## src/design/prs_pkg.sv

```systemverilog
package prs_pkg;

  typedef enum logic [1:0] {
    FN_WRITE = 2'd0,
    FN_CLEAR = 2'd1,
    FN_RUN   = 2'd2,
    FN_READ  = 2'd3
  } func_t;

  typedef enum logic [1:0] {
    CFG_SIDE   = 2'd0,
    CFG_METHOD = 2'd1,
    CFG_TOL    = 2'd2,
    CFG_MAXSW  = 2'd3
  } cfg_idx_t;

  typedef enum logic [1:0] {
    WS_ZERO  = 2'd0,
    WS_RELAX = 2'd1,
    WS_COPY  = 2'd2
  } wr_sel_t;

  typedef struct packed {
    logic [1:0]         func;
    logic [9:0]         cell_address;
    logic signed [31:0] source_value;
  } prs_in_t;

  typedef struct packed {
    logic signed [31:0] read_value;
    logic [15:0]        sweeps_done;
    logic               converged;
  } prs_out_t;

  // controller -> datapath
  typedef struct packed {
    logic    sum_clr;
    logic    cap_center;
    logic    cap_nbr;
    logic    calc;
    logic    sq_en;
    logic    sq_diff;
    logic    acc_clr;
    logic    sol_we;
    logic    nxt_we;
    logic    src_we;
    wr_sel_t wr_sel;
  } dp_cmd_t;

  // datapath -> controller
  typedef struct packed {
    logic met;
  } dp_stat_t;

endpackage

```

## src/design/prs_ctrl.sv

```systemverilog
module prs_ctrl
  import prs_pkg::*;
#(
  parameter int MAX_SIDE    = 32,
  parameter int VALUE_WIDTH = 32,
  localparam int CELLS = MAX_SIDE * MAX_SIDE,
  localparam int IW    = $clog2(CELLS),
  localparam int CW    = IW + 1,
  localparam int NW    = $clog2(MAX_SIDE + 1)
) (
  input  logic                          clk,
  input  logic                          rst,
  input  logic                          in_valid,
  output logic                          in_stall,
  input  prs_in_t                       in_data,
  output logic                          out_valid,
  input  logic                          out_stall,
  output prs_out_t                      out_data,
  input  logic [NW-1:0]                 side,
  input  logic                          method,
  input  logic [15:0]                   max_sweeps,
  output dp_cmd_t                       cmd,
  output logic [IW-1:0]                 rd_addr,
  output logic [IW-1:0]                 wr_addr,
  input  logic signed [VALUE_WIDTH-1:0] sol_q,
  input  dp_stat_t                      stat
);

  typedef enum logic [3:0] {
    S_CLR, S_IDLE, S_READ, S_READ2, S_SWEEP, S_CELL,
    S_COPY_RD, S_COPY_WR, S_CHECK, S_RESP
  } state_t;

  state_t      state;
  logic [CW-1:0] cnt, ncells;
  logic [NW-1:0] row, col;
  logic [2:0]    step;
  logic [15:0]   sweeps, sweeps_next, cap;
  logic          addr_ok, clr_resp, last_cell, accept;
  logic [IW-1:0] item_addr;
  prs_out_t      res;

  assign ncells      = CW'(side) * CW'(side);
  assign addr_ok     = {{CW{1'b0}}, in_data.cell_address} < {10'd0, ncells};
  assign last_cell   = (cnt + CW'(1)) == ncells;
  assign accept      = in_valid && !in_stall;
  assign in_stall    = (state != S_IDLE);
  assign sweeps_next = sweeps + 16'd1;
  assign cap         = (max_sweeps == 16'd0) ? 16'd1 : max_sweeps;

  always_comb begin
    cmd     = '0;
    rd_addr = IW'(cnt);
    wr_addr = IW'(cnt);
    case (state)
      S_CLR: begin
        cmd.sol_we = 1'b1;
        cmd.wr_sel = WS_ZERO;
      end
      S_IDLE: begin
        wr_addr    = IW'(in_data.cell_address);
        cmd.src_we = accept && (in_data.func == FN_WRITE) && addr_ok;
      end
      S_READ: rd_addr = item_addr;
      S_SWEEP: cmd.acc_clr = 1'b1;
      S_CELL: begin
        case (step)
          3'd0: cmd.sum_clr = 1'b1;
          3'd1: begin
            rd_addr        = IW'(cnt - CW'(1));
            cmd.cap_center = 1'b1;
          end
          3'd2: begin
            rd_addr     = IW'(cnt + CW'(1));
            cmd.cap_nbr = (col != '0);
            cmd.sq_en   = 1'b1;
          end
          3'd3: begin
            rd_addr     = IW'(cnt - CW'(side));
            cmd.cap_nbr = (col != side - NW'(1));
          end
          3'd4: begin
            rd_addr     = IW'(cnt + CW'(side));
            cmd.cap_nbr = (row != '0);
          end
          3'd5: cmd.cap_nbr = (row != side - NW'(1));
          3'd6: cmd.calc = 1'b1;
          default: begin
            cmd.sq_en   = 1'b1;
            cmd.sq_diff = 1'b1;
            cmd.wr_sel  = WS_RELAX;
            cmd.sol_we  = method;
            cmd.nxt_we  = !method;
          end
        endcase
      end
      S_COPY_WR: begin
        cmd.sol_we = 1'b1;
        cmd.wr_sel = WS_COPY;
      end
      default: ;
    endcase
  end

  always_ff @(posedge clk) begin
    if (rst) begin
      state     <= S_CLR;
      cnt       <= '0;
      clr_resp  <= 1'b0;
      out_valid <= 1'b0;
      step      <= '0;
    end else begin
      // S_RESP reloads the output register itself
      if (out_valid && !out_stall && (state != S_RESP)) begin
        out_valid <= 1'b0;
      end
      case (state)
        S_CLR: begin
          cnt <= cnt + CW'(1);
          if (cnt == CW'(CELLS - 1)) begin
            state <= clr_resp ? S_RESP : S_IDLE;
          end
        end
        S_IDLE: begin
          res <= '0;
          if (accept) begin
            item_addr <= IW'(in_data.cell_address);
            clr_resp  <= 1'b1;
            cnt       <= '0;
            sweeps    <= '0;
            case (in_data.func)
              FN_CLEAR: state <= S_CLR;
              FN_RUN:   state <= S_SWEEP;
              FN_READ: begin
                state <= addr_ok ? S_READ : S_RESP;
              end
              default:  state <= S_RESP;
            endcase
          end
        end
        S_READ:  state <= S_READ2;
        S_READ2: begin
          res.read_value <= 32'(sol_q);
          state          <= S_RESP;
        end
        S_SWEEP: begin
          cnt   <= '0;
          row   <= '0;
          col   <= '0;
          step  <= '0;
          state <= S_CELL;
        end
        S_CELL: begin
          step <= step + 3'd1;
          if (step == 3'd7) begin
            cnt <= cnt + CW'(1);
            if (col == side - NW'(1)) begin
              col <= '0;
              row <= row + NW'(1);
            end else begin
              col <= col + NW'(1);
            end
            if (last_cell) begin
              cnt   <= '0;
              state <= method ? S_CHECK : S_COPY_RD;
            end
          end
        end
        S_COPY_RD: state <= S_COPY_WR;
        S_COPY_WR: begin
          cnt   <= cnt + CW'(1);
          state <= S_COPY_RD;
          if (last_cell) begin
            cnt   <= '0;
            state <= S_CHECK;
          end
        end
        S_CHECK: begin
          // wait for the square pipe and the tolerance compare to settle
          cnt <= cnt + CW'(1);
          if (cnt == CW'(7)) begin
            sweeps <= sweeps_next;
            if (stat.met || (sweeps_next >= cap)) begin
              res.sweeps_done <= sweeps_next;
              res.converged   <= stat.met;
              state           <= S_RESP;
            end else begin
              state <= S_SWEEP;
            end
          end
        end
        S_RESP: begin
          if (!out_valid || !out_stall) begin
            out_valid <= 1'b1;
            out_data  <= res;
            state     <= S_IDLE;
          end
        end
        default: state <= S_IDLE;
      endcase
    end
  end

`ifndef SYNTH
  a_cell_in_grid: assert property (@(posedge clk) disable iff (rst)
    state == S_CELL |-> cnt < ncells)
    else $error("cell index past grid");
  a_rowcol_in_side: assert property (@(posedge clk) disable iff (rst)
    state == S_CELL |-> (row < side) && (col < side))
    else $error("row or column past side");
  a_stall_after_reset: assert property (@(posedge clk)
    $fell(rst) |-> in_stall)
    else $error("input taken during clearing pass");
`endif

endmodule

```

## config.mk

```make
export PLATFORM = sky130hd
export DESIGN_NAME = prs_ctrl
export DESIGN_NICKNAME = d
export VERILOG_FILES = /design/src/design/prs_pkg.sv /design/src/design/prs_ctrl.sv
export SDC_FILE = /design/constraint.sdc
export NUM_CORES = 1
export LEC_CHECK = 0
export ABC_AREA = 1
export BUFFER_PORTS_ARGS = -buffer_cell sky130_fd_sc_hd__buf_4
export CORE_ASPECT_RATIO = 0.5
export CORE_UTILIZATION = 51
export CTS_CLUSTER_SIZE = 40
export DETAILED_ROUTE_END_ITERATION = 10
export GPL_TIMING_DRIVEN = 0
export PLACE_DENSITY = 0.76
export SYNTH_ARGS = -nofsm -noshare
export SYNTH_HDL_FRONTEND = slang
export SYNTH_SLANG_ARGS = --single-unit
```

## constraint.sdc

```tcl
create_clock -name clk -period 4.8 [get_ports clk]
set_input_delay 0.24 -clock clk [delete_from_list [all_inputs] [get_ports clk]]
set_output_delay 0.24 -clock clk [all_outputs]
set_load 0.02 [all_outputs]
```

==> summary.txt <==
Status
  – Status: completed

Global routing
  – First-pass GRT wire length: 39.52 mm
  – Largest net degree at the start of global routing: 33
  – Vias in the first global route: 7980
  – Initial antenna violation count: 0
  – Total GRT Usage: 26.15%
  – Overflow after GRT: 0

Worst hold path
  – Hold_sp: in_data[41]
  – Hold Crit Endpoint: item_addr[9]
  – HP Class: in -> reg
  – Cells on Worst Hold Path: 1

Timing
  – Setup violations, final: 0
  – RSZ-0062 raised after global routing: false
  – FMAX: 222.1 MHz
  – Final period utilization: 93.79%
  – Headroom to the max-slew limit: 22.49%
  – Hold_ws: 0.01025 ns
  – Minimum clock period: 4.502 ns
  – Least-Margin Pin Slew: 1.154 ns
  – Pins Over Slew Limit: 0
  – Final Hold Viols: 0
  – Final setup skew: 0.01084 ns

Pwr
  – P_leak: 5.396 nW
  – PD cells: 280.7 nW/um2
  – Total power draw: 0.003283 W
  – Maximum VDD drop: 0.2238 mV

Clock tree
  – Sink Count: 156
  – CTS tree: yes
  – Setup Fix Bufs, Post-CTS: 0
  – Clock-pin slew on the worst setup and hold paths: 0.07 ns
  – Worst-Skew Late Latency: 0.43 ns
  – CTS buffer count: 17
  – Clk Tree Root Cell: clkbuf_16
  – H-Tree Depth: 4
  – CTS max path bufs: 2

Worst setup path
  – Crit. End Element: output port
  – WS Path Type: in -> out
  – R2r setup slk: 0.54 ns
  – FF-to-FF Start: sweeps[0]
  – Crit path max fanout: 10
  – CP delay by family, top: adder cells
  – Required @ worst endpoint: 4.56 ns
  – CP peak stage delay: 0.51 ns
  – Worst EP arrival: 4.26 ns
  – Buffer and inverter count on the worst path: 7
  – Slowest CP cell: fa_1
  – Most used cell, CP: nand2_1
  – RR Endpoint: res[8]
  – Startpoint type of the worst setup path: primary input
  – Reg2Reg Depth: 19

Floorplan
  – Die area: 19310 um2
  – Die Y: 98.77 um
  – # IOs: 187
  – Initial Util: 53.58%
  – Die width: 195.5 um
  – Core Area: 17820 um2
  – Std-Cell Rows: 34

Yosys
  – Most common cell in the netlist: nand2_1
  – Top cell type's share of synthesized area: 42.76%
  – Post-synth net total: 1317
  – Gate Count Post-Synth: 1143
  – Synth top area cells: edfxtp_1, nand2_1, ha_1
  – FFs w/ async S/R, synth: 0%
  – Top post-synthesis cells by count: nand2_1, inv_1, nor2_1
  – Ys Warns: 0
  – Ys flop type: edfxtp_1
  – Post-synthesis sequential area ratio: 46.95%
  – Yosys reg bits: 156
  – Distinct cells, synth: 47
  – Mapped Avg Cell Area: 8.356 um2
  – Cell area after synthesis: 9550 um2
  – Cell taking the most area after synthesis: edfxtp_1
  – Number of flops mapped to enable cells by yosys: 136

Placed design
  – HPWL Detailed: 19.01 mm
  – Routability Congestion: 0.9190
  – I/O Buffers: 152

Route
  – ANT nets after route: 0
  – Routed len/inst: 15.61 um
  – First drt pass iteration count: 5
  – Total number of vias: 8329
  – Initial DRC Count: 632
  – # DRC: 0
  – Vias/cell: 5.319
  – Routed WL: 24.45 mm

Run
  – Max-capacitance violation count: 0

Finish
  – Final design utilization: 65.61%
  – Share of cells above drive strength 1: 17.42%
  – Area Overhead vs Synth: 22.46%
  – Fin nets: 1494
  – N_diodes: 0
[metrics by stage]
stage	std cells	cell area (um2)	setup TNS [ns]	setup WS [ns]
final	1566	11700	0	0.2979
after global routing	1566	11700	0	0.04199
after CTS	1568	11690	0	0.03664
after detailed placement	1535	11070	0	0.008264
after global placement	1529	10980	-99.02	-1.832
after floorplan	1143	9550	0	0.08013
[sequential cells by signal (all words and copies together) (netlist names), 3 cells and up]
| name | flops |
|---|---|
| cnt | 11 |
| col | 6 |
| item_addr | 10 |
| out_data | 49 |
| res | 49 |
| row | 6 |
| state | 4 |
| step | 3 |
| sweeps | 16 |
[area by class of cell]
cell class              instances  area, um2
multi-input cells             759       4224
fillers                      1465       6130
repair buffers                160       1229
inverters                     206      773.2
clock buffers                  17      425.4
clock inverters                14      172.7
plain buffers                  20      93.84
well taps                     234      292.8
flip-flops and latches        156       4484
[repair_timing]
action	4_1_cts	5_1_grt
hold buffers	2	0
pin swaps	0	0
endpoints found under the setup margin	1	1
hold endpoints to repair	2	0
gates resized for setup	1	4
cloned	0	0
[worst max path at each step]
stage / startpoint / end / slack [ns] / cells past startpoint
2_1_floorplan: state[0] / out_data[0] / 0.08 / 6
3_3_place_gp: state[0] / out_data[24] / -1.83 / 6
3_5_place_dp: side[0] / cmd[2] / 0.008 / 25
4_1_cts: side[0] / cmd[2] / 0.04 / 25
5_1_grt: side[3] / cmd[2] / 0.04 / 24
6_report: side[3] / cmd[2] / 0.30 / 25
[worst reg2reg max path, cell delays in order (launching register included)]
cell      delay (ns)
edfxtp_1        0.42
ha_1            0.19
nand2_1         0.08
nor2_1          0.16
inv_1           0.10
nor3_1          0.39
inv_1           0.08
nor3_1          0.21
nand3_1         0.15
nor2_1          0.14
xor2_1          0.19
inv_1           0.07
ha_1            0.27
nand2_1         0.07
nor3_1          0.36
nand3_1         0.11
nand4_1         0.16
nor2_1          0.09
nor3_2          0.47
buf_6           0.25
[kinds of logic after synthesis]
kind of cell / count (synthesis) / synth area share (%)
and+or+nand+nor: 521 / 22.97
buffers and inverters: 228 / 9.158
DFF: 156 / 46.95
AOI/OAI and AO/OA: 142 / 8.739
adders and majority gates: 70 / 9.799
xor gates and xnor gates: 26 / 2.384
[cell usage in the layout (no fill, tap or decap), drive strengths merged]
master       instances
o21bai               4
nand2              261
nand3               57
ha                  62
a221oi               2
o31ai                3
nor3                24
clkbuf              30
dlygate4sd3          2
or2                  3
a31o                 1
bufinv               2
a2111oi              1
inv                215
o211ai              14
a41o                 1
buf                165
fa                   8
dfxtp               20
o21a                 2
nor2               147
a22oi                1
o22ai                6
xnor2                8
nor3b                1
a31oi                1
clkinv               1
a21oi               58
nand4               16
edfxtp             136
a211oi               1
a21o                 1
o21ai               45
clkinvlp             2
nor4                 7
o221ai               1
nand3b               5
xor2                18
[where the power goes]
| group | switching [W] | internal, W |
|---|---|---|
| Clock | 0.000609 | 0.000787 |
| Sequential | 0.00000428 | 0.00145 |
| Combinational | 0.000259 | 0.000169 |
[routing by layer]
layer  vias to the layer above  share of wire [%]  track usage, %
li1                       4109                  -               -
met1                      3900                 44           34.67
met2                       276                 47           43.54
met3                        44                6.8           5.133
met4                         0                1.9           8.298
met5                         -                  0               0
Power figures use the tool's default switching activity.
